File: config.mk
export PLATFORM = sky130hd
export DESIGN_NAME = looping_rise_fall_envelope_unit_flat
export DESIGN_NICKNAME = d
export VERILOG_FILES = /design/src/hdl/lrfe_pkg.sv /design/src/hdl/lrfe_if.sv /design/src/hdl/lrfe_cfg.sv /design/src/hdl/lrfe_core.sv /design/src/hdl/lrfe_skid.sv /design/src/hdl/looping_rise_fall_envelope_unit.sv /design/src/flat_wrapper.sv
export SDC_FILE = /design/constraint.sdc
export NUM_CORES = 2
export LEC_CHECK = 0
export ABC_AREA = 1
export BUFFER_PORTS_ARGS = -buffer_cell sky130_fd_sc_hd__buf_2
export CAP_MARGIN = 20
export CORE_AREA = 2 2 262 212
export DETAILED_ROUTE_END_ITERATION = 7
export DIE_AREA = 0 0 264 214
export PLACE_DENSITY = 0.81
export SYNTH_ARGS = -nofsm -noshare
export SYNTH_HDL_FRONTEND = slang
export SYNTH_SLANG_ARGS = --single-unit
File: constraint.sdc
create_clock -name clk -period 20.8 [get_ports clk]
set_input_delay 3.12 -clock clk [delete_from_list [all_inputs] [get_ports clk]]
set_output_delay 3.12 -clock clk [all_outputs]
set_load 0.01 [all_outputs]
File: src/hdl/lrfe_pkg.sv
// Package with the shared types, codes and helpers of the looping rise/fall envelope.
package lrfe_pkg;

  // Operation codes carried by an input item.
  typedef enum logic [1:0] {
    OP_TICK     = 2'd0,
    OP_NOTE_ON  = 2'd1,
    OP_NOTE_OFF = 2'd2,
    OP_ALL_OFF  = 2'd3
  } op_t;

  // Configuration register indexes.
  typedef enum logic [1:0] {
    REG_RISE_STEP     = 2'd0,
    REG_FALL_STEP     = 2'd1,
    REG_RELEASE_COEFF = 2'd2,
    REG_LOOP_ENABLE   = 2'd3
  } reg_idx_t;

  // Envelope stage, one-hot.
  typedef enum logic [3:0] {
    ST_IDLE    = 4'b0001,
    ST_RISE    = 4'b0010,
    ST_FALL    = 4'b0100,
    ST_RELEASE = 4'b1000
  } stage_t;

  // Stage codes as they appear on the result channel.
  localparam logic [1:0] STAGE_IDLE    = 2'd0;
  localparam logic [1:0] STAGE_RISE    = 2'd1;
  localparam logic [1:0] STAGE_FALL    = 2'd2;
  localparam logic [1:0] STAGE_RELEASE = 2'd3;

  // Fixed register and field widths.
  localparam int STEP_W   = 25;
  localparam int COEFF_W  = 24;
  localparam int CFG_W    = 25;
  localparam int NOTE_W   = 7;
  localparam int HELD_W   = 8;

  // Reset values of the configuration registers.
  localparam logic [STEP_W-1:0]  RISE_STEP_RST     = 25'd73360;
  localparam logic [STEP_W-1:0]  FALL_STEP_RST     = 25'd1489;
  localparam logic [COEFF_W-1:0] RELEASE_COEFF_RST = 24'd16750390;

  // Held note value when no note is held.
  localparam logic [HELD_W-1:0] NO_NOTE = 8'hFF;

  // Configuration as seen by the envelope core.
  typedef struct packed {
    logic [STEP_W-1:0]  rise_step;
    logic [STEP_W-1:0]  fall_step;
    logic [COEFF_W-1:0] release_coeff;
    logic               loop_enable;
  } cfg_t;

  // Map the one-hot stage to its channel code.
  function automatic logic [1:0] stage_code(input stage_t st);
    logic [1:0] code;
    case (st)
      ST_RISE:    code = STAGE_RISE;
      ST_FALL:    code = STAGE_FALL;
      ST_RELEASE: code = STAGE_RELEASE;
      default:    code = STAGE_IDLE;
    endcase
    return code;
  endfunction

endpackage

File: src/hdl/lrfe_if.sv
// Valid/ready channel interfaces for envelope input and result items.
interface lrfe_in_if
  import lrfe_pkg::*;
();
  logic              valid;
  logic              ready;
  logic [1:0]        operation;
  logic [NOTE_W-1:0] note;

  modport source (output valid, output operation, output note, input ready);
  modport sink   (input valid, input operation, input note, output ready);
endinterface

interface lrfe_out_if
  import lrfe_pkg::*;
#(
  parameter int LEVEL_FRAC_BITS = 24
) ();
  logic                     valid;
  logic                     ready;
  logic [LEVEL_FRAC_BITS:0] level;
  logic [1:0]               stage;
  logic signed [HELD_W-1:0] held_note;
  logic                     active;

  modport source (output valid, output level, output stage, output held_note,
                  output active, input ready);
  modport sink   (input valid, input level, input stage, input held_note,
                  input active, output ready);
endinterface

File: src/hdl/lrfe_cfg.sv
// Configuration register file of the envelope unit.
module lrfe_cfg
  import lrfe_pkg::*;
(
  input  logic             clk,
  input  logic             rst_n,
  input  logic             we,
  input  logic [1:0]       index,
  input  logic [CFG_W-1:0] data,
  output cfg_t             cfg
);

  cfg_t cfg_r;

  // Registers load on a write and return to their defaults on reset.
  always_ff @(posedge clk) begin
    if (!rst_n) begin
      cfg_r.rise_step     <= RISE_STEP_RST;
      cfg_r.fall_step     <= FALL_STEP_RST;
      cfg_r.release_coeff <= RELEASE_COEFF_RST;
      cfg_r.loop_enable   <= 1'b0;
    end else if (we) begin
      case (reg_idx_t'(index))
        REG_RISE_STEP:     cfg_r.rise_step     <= data[STEP_W-1:0];
        REG_FALL_STEP:     cfg_r.fall_step     <= data[STEP_W-1:0];
        REG_RELEASE_COEFF: cfg_r.release_coeff <= data[COEFF_W-1:0];
        REG_LOOP_ENABLE:   cfg_r.loop_enable   <= data[0];
        default: ;
      endcase
    end
  end

  assign cfg = cfg_r;

endmodule

File: src/hdl/lrfe_core.sv
// Envelope state registers and the single-pass next-state logic for one item.
module lrfe_core
  import lrfe_pkg::*;
#(
  parameter int LEVEL_FRAC_BITS = 24
) (
  input  logic                     clk,
  input  logic                     rst_n,
  input  logic                     take,
  input  logic [1:0]               operation,
  input  logic [NOTE_W-1:0]        note,
  input  cfg_t                     cfg,
  output logic [LEVEL_FRAC_BITS:0] res_level,
  output logic [1:0]               res_stage,
  output logic [HELD_W-1:0]        res_note,
  output logic                     res_active
);

  localparam int LW = LEVEL_FRAC_BITS + 1;
  localparam int SW = ((LW > STEP_W) ? LW : STEP_W) + 1;
  localparam int PW = LW + COEFF_W;
  localparam longint unsigned ONE_VAL   = 64'd1 << LEVEL_FRAC_BITS;
  localparam longint unsigned FLOOR_VAL = (ONE_VAL + 64'd5000) / 64'd10000;
  localparam logic [LW-1:0] ENV_ONE   = LW'(ONE_VAL);
  localparam logic [LW-1:0] ENV_FLOOR = LW'(FLOOR_VAL);

  logic [LW-1:0]     level_r, level_nxt;
  stage_t            stage_r, stage_nxt;
  logic [HELD_W-1:0] note_r, note_nxt;
  logic              key_r, key_nxt;

  logic [SW-1:0] rise_sum;
  logic [SW-1:0] fall_step_x;
  logic [PW-1:0] rel_prod;
  logic [LW-1:0] rel_level;

  // Arithmetic for each stage; only one of them is used per item.
  assign rise_sum    = SW'(level_r) + SW'(cfg.rise_step);
  assign fall_step_x = SW'(cfg.fall_step);
  assign rel_prod    = PW'(level_r) * PW'(cfg.release_coeff);
  assign rel_level   = rel_prod[PW-1:COEFF_W];

  // Next state for the item on the input.
  always_comb begin
    level_nxt = level_r;
    stage_nxt = stage_r;
    note_nxt  = note_r;
    key_nxt   = key_r;
    case (op_t'(operation))
      OP_TICK: begin
        case (stage_r)
          ST_RISE: begin
            if (rise_sum >= SW'(ENV_ONE)) begin
              level_nxt = ENV_ONE;
              stage_nxt = ST_FALL;
            end else begin
              level_nxt = rise_sum[LW-1:0];
            end
          end
          ST_FALL: begin
            if (fall_step_x >= SW'(level_r)) begin
              level_nxt = '0;
              stage_nxt = (cfg.loop_enable && key_r) ? ST_RISE : ST_IDLE;
            end else begin
              level_nxt = level_r - fall_step_x[LW-1:0];
            end
          end
          ST_RELEASE: begin
            if (rel_level < ENV_FLOOR) begin
              level_nxt = '0;
              stage_nxt = ST_IDLE;
            end else begin
              level_nxt = rel_level;
            end
          end
          default: ;
        endcase
        // An idle voice has no level and no note.
        if (stage_nxt == ST_IDLE) begin
          level_nxt = '0;
          note_nxt  = NO_NOTE;
        end
      end
      OP_NOTE_ON: begin
        level_nxt = '0;
        stage_nxt = ST_RISE;
        note_nxt  = {1'b0, note};
        key_nxt   = 1'b1;
      end
      OP_NOTE_OFF: begin
        if (note_r == {1'b0, note}) begin
          key_nxt = 1'b0;
          if (stage_r != ST_IDLE) begin
            stage_nxt = ST_RELEASE;
          end
        end
      end
      default: begin
        level_nxt = '0;
        stage_nxt = ST_IDLE;
        note_nxt  = NO_NOTE;
        key_nxt   = 1'b0;
      end
    endcase
  end

  // Voice state advances once per accepted item.
  always_ff @(posedge clk) begin
    if (!rst_n) begin
      level_r <= '0;
      stage_r <= ST_IDLE;
      note_r  <= NO_NOTE;
      key_r   <= 1'b0;
    end else if (take) begin
      level_r <= level_nxt;
      stage_r <= stage_nxt;
      note_r  <= note_nxt;
      key_r   <= key_nxt;
    end
  end

  // The result of an item is the state it leaves.
  assign res_level  = level_nxt;
  assign res_stage  = stage_code(stage_nxt);
  assign res_note   = note_nxt;
  assign res_active = (stage_nxt != ST_IDLE);

endmodule

File: src/hdl/lrfe_skid.sv
// Output register with a skid stage for the result channel.
module lrfe_skid #(
  parameter int DATA_W = 36
) (
  input  logic              clk,
  input  logic              rst_n,
  input  logic              push,
  input  logic [DATA_W-1:0] push_data,
  output logic              push_ready,
  output logic              out_valid,
  input  logic              out_ready,
  output logic [DATA_W-1:0] out_data
);

  logic              o_valid_r;
  logic [DATA_W-1:0] o_data_r;
  logic              s_valid_r;
  logic [DATA_W-1:0] s_data_r;
  logic              pop;

  assign pop        = o_valid_r && out_ready;
  assign push_ready = !s_valid_r;

  // Control: the skid entry fills only when the output register is stalled.
  always_ff @(posedge clk) begin
    if (!rst_n) begin
      o_valid_r <= 1'b0;
      s_valid_r <= 1'b0;
    end else if (!o_valid_r || pop) begin
      o_valid_r <= s_valid_r || push;
      s_valid_r <= 1'b0;
    end else if (push) begin
      s_valid_r <= 1'b1;
    end
  end

  // Payload registers.
  always_ff @(posedge clk) begin
    if (!o_valid_r || pop) begin
      o_data_r <= s_valid_r ? s_data_r : push_data;
    end else if (push) begin
      s_data_r <= push_data;
    end
  end

  assign out_valid = o_valid_r;
  assign out_data  = o_data_r;

endmodule

File: src/hdl/looping_rise_fall_envelope_unit.sv
// Top level of the looping rise/fall envelope unit.
// An item's result is registered in the output register, or the skid entry on a stall.
// Throughput: one item per cycle while the skid is free; the state updates in one pass.
// A two-entry output buffer keeps input accepts going while one result is stalled.
// Reset (synchronous, rst_n low): voice idle, level 0, no note, key up, output empty.
// Reset also returns the configuration registers to their default values.
module looping_rise_fall_envelope_unit
  import lrfe_pkg::*;
#(
  parameter int LEVEL_FRAC_BITS = 24
) (
  input  logic             clk,
  input  logic             rst_n,
  lrfe_in_if.sink          in_item,
  lrfe_out_if.source       out_item,
  input  logic             cfg_we,
  input  logic [1:0]       cfg_index,
  input  logic [CFG_W-1:0] cfg_data
);

  localparam int LW     = LEVEL_FRAC_BITS + 1;
  localparam int DATA_W = LW + 2 + HELD_W + 1;

  cfg_t              cfg;
  logic              take;
  logic              buf_ready;
  logic [LW-1:0]     res_level;
  logic [1:0]        res_stage;
  logic [HELD_W-1:0] res_note;
  logic              res_active;
  logic [DATA_W-1:0] out_data;

  assign in_item.ready = buf_ready;
  assign take          = in_item.valid && buf_ready;

  lrfe_cfg u_cfg (
    .clk   (clk),
    .rst_n (rst_n),
    .we    (cfg_we),
    .index (cfg_index),
    .data  (cfg_data),
    .cfg   (cfg)
  );

  lrfe_core #(.LEVEL_FRAC_BITS(LEVEL_FRAC_BITS)) u_core (
    .clk        (clk),
    .rst_n      (rst_n),
    .take       (take),
    .operation  (in_item.operation),
    .note       (in_item.note),
    .cfg        (cfg),
    .res_level  (res_level),
    .res_stage  (res_stage),
    .res_note   (res_note),
    .res_active (res_active)
  );

  lrfe_skid #(.DATA_W(DATA_W)) u_skid (
    .clk        (clk),
    .rst_n      (rst_n),
    .push       (take),
    .push_data  ({res_level, res_stage, res_note, res_active}),
    .push_ready (buf_ready),
    .out_valid  (out_item.valid),
    .out_ready  (out_item.ready),
    .out_data   (out_data)
  );

  // Unpack the buffered result onto the channel.
  assign out_item.level     = out_data[DATA_W-1 -: LW];
  assign out_item.stage     = out_data[HELD_W+2 -: 2];
  assign out_item.held_note = out_data[HELD_W:1];
  assign out_item.active    = out_data[0];

endmodule

File: src/flat_wrapper.sv
// flat-port wrapper written by rule: the top's interface ports become plain ports
module looping_rise_fall_envelope_unit_flat import lrfe_pkg::*;
#(
  parameter int LEVEL_FRAC_BITS = 24
)
  (clk, rst_n, cfg_we, cfg_index, cfg_data, in_item_valid, in_item_operation, in_item_note, in_item_ready, out_item_valid, out_item_level, out_item_stage, out_item_held_note, out_item_active, out_item_ready);
  lrfe_in_if in_item_i ();
  lrfe_out_if #(.LEVEL_FRAC_BITS(LEVEL_FRAC_BITS)) out_item_i ();
  input  logic clk;
  input  logic rst_n;
  input  logic cfg_we;
  input  logic [1:0] cfg_index;
  input  logic [CFG_W-1:0] cfg_data;
  input wire logic [$bits(in_item_i.valid)-1:0] in_item_valid;
  input wire logic [$bits(in_item_i.operation)-1:0] in_item_operation;
  input wire logic [$bits(in_item_i.note)-1:0] in_item_note;
  output wire logic [$bits(in_item_i.ready)-1:0] in_item_ready;
  output wire logic [$bits(out_item_i.valid)-1:0] out_item_valid;
  output wire logic [$bits(out_item_i.level)-1:0] out_item_level;
  output wire logic [$bits(out_item_i.stage)-1:0] out_item_stage;
  output wire logic [$bits(out_item_i.held_note)-1:0] out_item_held_note;
  output wire logic [$bits(out_item_i.active)-1:0] out_item_active;
  input wire logic [$bits(out_item_i.ready)-1:0] out_item_ready;
  assign in_item_i.valid = in_item_valid;
  assign in_item_i.operation = in_item_operation;
  assign in_item_i.note = in_item_note;
  assign in_item_ready = in_item_i.ready;
  assign out_item_valid = out_item_i.valid;
  assign out_item_level = out_item_i.level;
  assign out_item_stage = out_item_i.stage;
  assign out_item_held_note = out_item_i.held_note;
  assign out_item_active = out_item_i.active;
  assign out_item_i.ready = out_item_ready;
  looping_rise_fall_envelope_unit #(.LEVEL_FRAC_BITS(LEVEL_FRAC_BITS)) u_core (.clk(clk), .rst_n(rst_n), .in_item(in_item_i), .out_item(out_item_i), .cfg_we(cfg_we), .cfg_index(cfg_index), .cfg_data(cfg_data));
endmodule
* Word level (Yosys, flattened, before mapping)
Cells that the tools add are included.
** Operators by class
- Add/subtract/negate cells :: 2
- $mul :: 1
- Order comparisons :: 3
- Eq/ne operators :: 16
- Multiplexer cells :: 21
- Bitwise logic cells :: 3
- Reductions and logical operators :: 16
** Operators by type and width (count)
- 25-bit 2-to-1 mux :: 4
- 25-bit one-hot mux with 3 select lines :: 1
- 25-bit one-hot mux with 2 select lines :: 1
- 25-bit by 24-bit multiplier with 49-bit output :: 1
- 36-bit 2-to-1 mux :: 1
- 25-bit by 25-bit adder with 26-bit output :: 1
- 26-bit by 25-bit greater-or-equal comparator with 1-bit output, second input constant :: 1
- 25-bit greater-or-equal comparator :: 1
- 25-bit by 11-bit < comparator with 1-bit output, second input constant :: 1
- 25-bit subtractor :: 1
- 4-bit 2-to-1 mux :: 6
- 4-bit one-hot mux with 3 select lines :: 2
- 8-bit one-hot mux with 3 select lines :: 1
- 2-bit AND reduction :: 5
- 4-bit by 2-bit equality test with 1-bit output, second input constant :: 2
- 4-bit by 3-bit equality test with 1-bit output, second input constant :: 2
- 4-bit equality test, second input constant :: 2
- 8-bit by 7-bit equality test with 1-bit output :: 1
- 8-bit 2-to-1 mux :: 1
- 4-bit by 1-bit != test with 1-bit output, second input constant :: 2
- 2-bit equality test, second input constant :: 3
- 2-bit one-hot mux with 3 select lines :: 1
- 2-bit by 1-bit equality test with 1-bit output, second input constant :: 2
- 4-bit by 1-bit equality test with 1-bit output, second input constant :: 1
- other kinds (11) :: 18
** Storage, ports and cells
- Register bits after elaboration :: 187
- Bits of input ports :: 41
- Output and inout bits :: 38
- Word-level logic and storage cells :: 74

* Logic depth before layout (Yosys ltp)
- Depth after elaboration :: 9
- Depth in mapped cells :: 45
- Mapped depth without buffers :: 43

* Hierarchy
From an unflattened synthesis, not the netlist that was laid out.
** Second synthesis, totals
- Cells, all modules :: 4638
- Area, all modules :: 32566.2 µm²
** By module, submodules not included
- lrfe_core :: times used 1, cells each 4009, area an instance 26850.8 µm², seq. area each 760.7 µm²
- lrfe_cfg :: times used 1, cells each 428, area an instance 2999.1 µm², seq. area each 1501.4 µm²
- lrfe_skid :: times used 1, cells each 199, area an instance 2708.8 µm², seq. area each 2202.1 µm²
- looping_rise_fall_envelope_unit :: times used 1, cells each 2, area an instance 7.5 µm², seq. area each 0.0 µm²

* Worst setup path before layout
Ideal clock, no wire load.
- Kind :: register to register
- Start point :: register u_core.u_core.level_r[20]
- End point :: register u_core.u_skid.o_data_r[26], in the netlist u_core.u_skid.out_data[26], data pin
- Library setup time :: 254 ps
- Arrival :: 6855 ps
- Data required time :: 20546 ps
- Slack :: 13692 ps
- Stages on the path, launching flop included :: 37
- Path buffers :: 3
- Clock period less this slack :: 7108 ps
- Path through :: dfxtp_1 -> clkbuf_1 -> clkbuf_1 -> nand2_1 -> fa_1 -> inv_1 -> fa_1 -> inv_1 -> fa_1 -> inv_1 -> fa_1 -> fa_1 -> fa_1 -> inv_1 -> fa_1 -> inv_1 -> ha_1 -> nand2_1 -> nor2_1 -> nand2_1 -> nor4_2 -> nand3_1 -> nand3_1 -> nand2_1 -> nand2_1 -> nand2_1 -> nor2_1 -> nand2_1 -> nor2_2 -> nand2_2 -> a21oi_4 -> nand3_4 -> buf_4 -> nand3_1 -> nand2_1 -> nand2_1 -> nand2_1
** Between the ends
- Word-level cells in the longest chain between the ends :: 9
- Elaborated cells on any way between the ends :: 18
- Classes of those cells :: 1 x add/sub; 1 x mul; 3 x order compare; 1 x eq/ne; 12 x mux
** Ends and longest elaborated chain
- start, declared :: line lrfe_core.sv:27 : logic [LW-1:0] level_r, level_nxt;
- start signal, assigned :: line lrfe_core.sv:115 : level_r <= level_nxt;
- 25-bit by 24-bit multiplier with 49-bit output / 25-bit by 25-bit adder with 26-bit output (equally long branches) :: line lrfe_core.sv:40, lrfe_core.sv:38
- 25-bit by 11-bit < comparator with 1-bit output / 26-bit by 25-bit greater-or-equal comparator with 1-bit output (equally long branches) :: line lrfe_core.sv:69, lrfe_core.sv:53
- 4-bit 2-to-1 mux (on tied branches) :: line lrfe_core.sv:69, lrfe_core.sv:53
- 4-bit one-hot mux with 3 select lines :: line lrfe_core.sv:51 : case (stage_r)
- 4-bit 2-to-1 mux :: line lrfe_core.sv:49 : case (op_t'(operation))
- 4-bit by 1-bit equality test with 1-bit output :: line lrfe_core.sv:79 : if (stage_nxt == ST_IDLE) begin
- 25-bit 2-to-1 mux * :: line lrfe_core.sv:79
- 25-bit one-hot mux with 2 select lines * :: line lrfe_core.sv:49
- via u_core.res_level[15] :: line looping_rise_fall_envelope_unit.sv:27 : logic [LW-1:0] res_level;
- 36-bit 2-to-1 mux * :: line lrfe_skid.sv:40 : o_data_r <= s_valid_r ? s_data_r : push_data;
- end signal, assigned :: line lrfe_skid.sv:40
- end, declared :: line lrfe_skid.sv:16 : logic [DATA_W-1:0] o_data_r;
The timed path passes the listed nets; every way through them passes the cells marked *. The select of a mux whose other input is x is not followed.
A chain may end at the register's enable or synchronous reset.

* Final worst setup path
- Start point :: register u_core.u_core.level_r[8]
- End point :: register u_core.u_skid.o_data_r[30], in the netlist u_core.u_skid.out_data[30], data pin
The elaborated chain is that of the path after synthesis.

==> metrics.log <==
INFO  metric run_status = completed
INFO  metric post_cts.repair.setup_buffers = 0
INFO  metric fin_skew = 21.6 ps
INFO  metric cells_resized_by_post_cts_repair = 0
INFO  metric path_max_fanout = 33
INFO  metric power.density_cell_area = 139 nW/µm²
INFO  metric critical-path-max-stage-delay = 680 ps
INFO  metric syn_inst_count = 4489
INFO  metric post-place-cells = 5123
INFO  metric dieWidth = 264 µm
INFO  metric globalplace.congestion = 1.02
INFO  metric final_routed_wire_length_divided_by_cell_count = 17.9 µm
INFO  metric setup-tns-final = 0 ps
INFO  metric initial_utilization = 59.9%
INFO  metric synth_top_family_by_area = adder cells
INFO  metric syn-cell-area = 32100 µm²
INFO  metric leak_pwr = 20.0 nW
INFO  metric yosys.area_share.xor_xnor = 1.31%
INFO  metric dr.first_iter.drc_count = 3007
INFO  metric syn-mean-instance-area = 7.15 µm²
INFO  metric grt_start_max_net_pins = 70
INFO  metric grt_antenna_before_repair = 1
INFO  metric timing_worst_setup_path_type = reg2reg
INFO  metric min_period = 8660 ps
INFO  metric grt_pass1_wl = 148 mm
INFO  metric cts_clock_pin_slew_for_the_worst_setup_and_hold_paths = 80 ps
INFO  metric ctsHoldBuffers = 0
INFO  metric floorplan.rows = 76
INFO  metric relSlewSlack = 44.2%
INFO  metric vdd_drop_max = 186 µV
INFO  metric number_of_buffers_inserted_by_port_buffering = 78
INFO  metric ys_warn_count = 0
INFO  metric synth_enable_flop_cells = 72
INFO  metric final_core_utilization = 63.0%
INFO  metric via_count = 28000
INFO  metric drt_drc_violations_left = 0
INFO  metric nets = 5212
INFO  metric timing.critical_path.to_type = flip-flop
INFO  metric post_synth_adder_cell_area = 40.1%
INFO  metric first_global_vias = 27600
INFO  metric top_cells_by_area_in_the_synthesized_netlist = sky130_fd_sc_hd__fa_1, sky130_fd_sc_hd__nand2_1, sky130_fd_sc_hd__inv_1
INFO  metric synth.area.mux_share = 0%
INFO  metric unrepaired_setup_endpoints_after_global_routing = no
INFO  metric post_route_wl = 92.2 mm
INFO  metric clock_tree.root_cell = sky130_fd_sc_hd__clkbuf_16
INFO  metric finalMaxSlewViolations = 0
INFO  metric final_instance_count_excl_fillers = 5160
INFO  metric vias_per_inst = 5.43
INFO  metric grt_overflow_total = 0
INFO  metric synth.top_cell.area_share = 31.5%
INFO  metric synth_area_in_compound_gates = 6.31%
INFO  metric cap_violations = 0
INFO  metric synthSimpleGateAreaFrac = 21.9%
INFO  metric drt_pass1_iterations = 6
INFO  metric timing_worst_slew_pin_value = 837 ps
INFO  metric ys.flop_type = sky130_fd_sc_hd__dfxtp_1
INFO  metric grt.total_usage = 33.3%
INFO  metric htree_num_levels = 4
INFO  metric hpwlAfterDp = 71.7 mm
INFO  metric power = 4.69 mW
INFO  metric register_area = 4460 µm²
INFO  metric synth.lib_cells_used.distinct = 48
INFO  metric post-route-period-util = 41.6%
INFO  metric clk_path_buf_depth = 2
INFO  metric multi_input_comb_area = 22400 µm²
INFO  metric fmaxAchievable = 115 MHz
INFO  metric worst_hold_path_type = reg2reg
INFO  metric pin_count = 79
INFO  metric tritoncts = built
INFO  metric flip_flop_and_latch_count_after_synthesis = 187
INFO  metric cts_sinks = 187
INFO  metric critical-path-slowest-cell = sky130_fd_sc_hd__dfxtp_1
INFO  metric crit_path_frequent_cell = sky130_fd_sc_hd__nand2_1
INFO  metric area.growth.synth_to_final = 5.24%
INFO  metric final_hold_viol_count = 0
INFO  metric die_area = 56500 µm²
INFO  metric crit_required = 21020 ps
INFO  metric detail-route-antenna-nets = 0
INFO  metric synth_seq_area_share = 13.9%
INFO  metric endpoint_arrival_time_on_the_critical_path = 8880 ps
INFO  metric critical_path.startpoint_type = flip-flop
INFO  metric clk_latency = 470 ps
INFO  metric cts_buf_count = 17
INFO  metric nFillCells = 4706
INFO  metric synth_nets = 5256
INFO  metric placeableCoreArea = 53600 µm²
INFO  metric synthArstFlopShare = 0%
INFO  metric setup_viol_count_final = 0
INFO  metric die_y = 214 µm
INFO  metric layout-drive-gt1-share = 5.18%
INFO  metric synth.largest_area_cell = sky130_fd_sc_hd__fa_1
INFO  metric insertedDiodeCount = 0
kinds of logic (layout without fill, tap and decap cells):
| kind of cell | count (synthesis) | after routing |
|---|---|---|
| XOR/XNOR | 48 | 48 |
| AND/OR/NAND/NOR | 1757 | 1757 |
| buffers and inverters | 1400 | 1369 |
| flip-flops | 187 | 187 |
| AO/OA/AOI/OAI | 371 | 371 |
| adder cells (fa/ha/maj) | 726 | 726 |
layout make-up:
type	count	share of cell area, %
clock buffer	18	1.27
clock inverter	14	0.448
inverter	1194	13.3
multi-input combinational	2902	66.2
sequential	187	13.2
tap	702	2.60
timing repair buffer	143	2.99
critical path, delay by kind of cell, from the launching register on:
family          cells  cell delay, ps
fa+ha+maj           8            3860
simple gates       19            3050
flops               1             680
buf+inv             4             580
compound gates      1             190
where the power goes:
part	internal [mW]	switching (mW)
Clock	0.160	0.172
Sequential	0.403	0.0172
Combinational	1.29	2.65
state kept, by name, summed over array words and instances, names as in the netlist:
signal / flops
u_core.u_skid.s_data_r: 36
u_core.u_skid.out_valid: 1
u_core.u_skid.out_data: 36
u_core.u_core.stage_r: 4
u_core.u_skid.s_valid_r: 1
u_core.u_core.level_r: 25
u_core.u_core.note_r: 8
u_core.u_cfg.cfg: 75
u_core.u_core.key_r: 1
final timing paths:
path	startpoint	to	slack (ps)	cells after the start
hold / removal	u_core.u_cfg.cfg[30]$_SDFFE_PN0P_	u_core.u_cfg.cfg[30]$_SDFFE_PN0P_	470	2
hold reg to reg	u_core.u_cfg.cfg[30]$_SDFFE_PN0P_	u_core.u_cfg.cfg[30]$_SDFFE_PN0P_	470	2
setup reg to reg	u_core.u_core.level_r[8]$_SDFFE_PN0P_	u_core.u_skid.out_data[30]$_DFFE_PP_	12140	32
setup / recovery	u_core.u_core.level_r[8]$_SDFFE_PN0P_	u_core.u_skid.out_data[30]$_DFFE_PP_	12140	32
per-layer routing:
layer / part of all wire (%) / GRT usage, % / wire length [µm]
met2: 43 / 50.4 / 39700
met5: 0 / 0 / 0
met4: 2.5 / 8.28 / 2320
met1: 42 / 47.9 / 38400
met3: 13 / 8.78 / 11700
stage by stage:
step | worst slack (ps) | cell area [µm²] | hold WS, ps
after floorplan | 13690 | 32100 | 435
after global placement | 12270 | 33000 | 451
after detailed placement | 12190 | 33100 | 456
after CTS | 12150 | 33700 | 468
after global routing | 11700 | 33800 | 492
final | 12140 | 33800 | 468
synthesized netlist by cell type, types with 2 or more instances:
cell type                      n
sky130_fd_sc_hd__nand2_1    1350
sky130_fd_sc_hd__inv_1      1173
sky130_fd_sc_hd__fa_1        505
sky130_fd_sc_hd__ha_1        221
sky130_fd_sc_hd__clkbuf_1    185
sky130_fd_sc_hd__a21oi_1     175
sky130_fd_sc_hd__nor2_1      166
sky130_fd_sc_hd__nand3_1     140
sky130_fd_sc_hd__dfxtp_1     115
sky130_fd_sc_hd__o21ai_0     113
sky130_fd_sc_hd__edfxtp_1     72
sky130_fd_sc_hd__xnor2_1      30
sky130_fd_sc_hd__nand4_1      26
sky130_fd_sc_hd__nor3_1       21
sky130_fd_sc_hd__inv_2        18
sky130_fd_sc_hd__xor2_1       18
sky130_fd_sc_hd__o21ai_1      17
sky130_fd_sc_hd__nand2_2      16
sky130_fd_sc_hd__o211ai_1     16
sky130_fd_sc_hd__a31oi_1      14
sky130_fd_sc_hd__buf_1        10
sky130_fd_sc_hd__nor2_2       10
sky130_fd_sc_hd__nand3b_1      9
sky130_fd_sc_hd__o21bai_1      7
sky130_fd_sc_hd__o221ai_1      6
sky130_fd_sc_hd__buf_4         5
sky130_fd_sc_hd__nor4_1        5
sky130_fd_sc_hd__buf_2         4
sky130_fd_sc_hd__o2111ai_1     4
sky130_fd_sc_hd__a211oi_1      3
sky130_fd_sc_hd__a21boi_0      3
sky130_fd_sc_hd__and2_1        3
sky130_fd_sc_hd__and3_1        3
sky130_fd_sc_hd__clkinv_1      3
sky130_fd_sc_hd__o22ai_1       3
sky130_fd_sc_hd__or2_2         3
sky130_fd_sc_hd__a21o_1        2
sky130_fd_sc_hd__a41oi_1       2
sky130_fd_sc_hd__buf_6         2
sky130_fd_sc_hd__nor3_2        2
sky130_fd_sc_hd__o31ai_1       2
layout by cell type (no fill, tap or decap), drive strengths merged, types with 14 or more instances in the layout:
master,count
nor3,23
a31oi,14
nand3,142
nand2,1366
o21ai,130
clkbuf,18
a21oi,176
edfxtp,72
nor2,176
inv,1198
o211ai,16
ha,221
dfxtp,115
nand4,26
fa,505
xnor2,30
buf,143
xor2,18
Power figures use the tool's default switching activity.
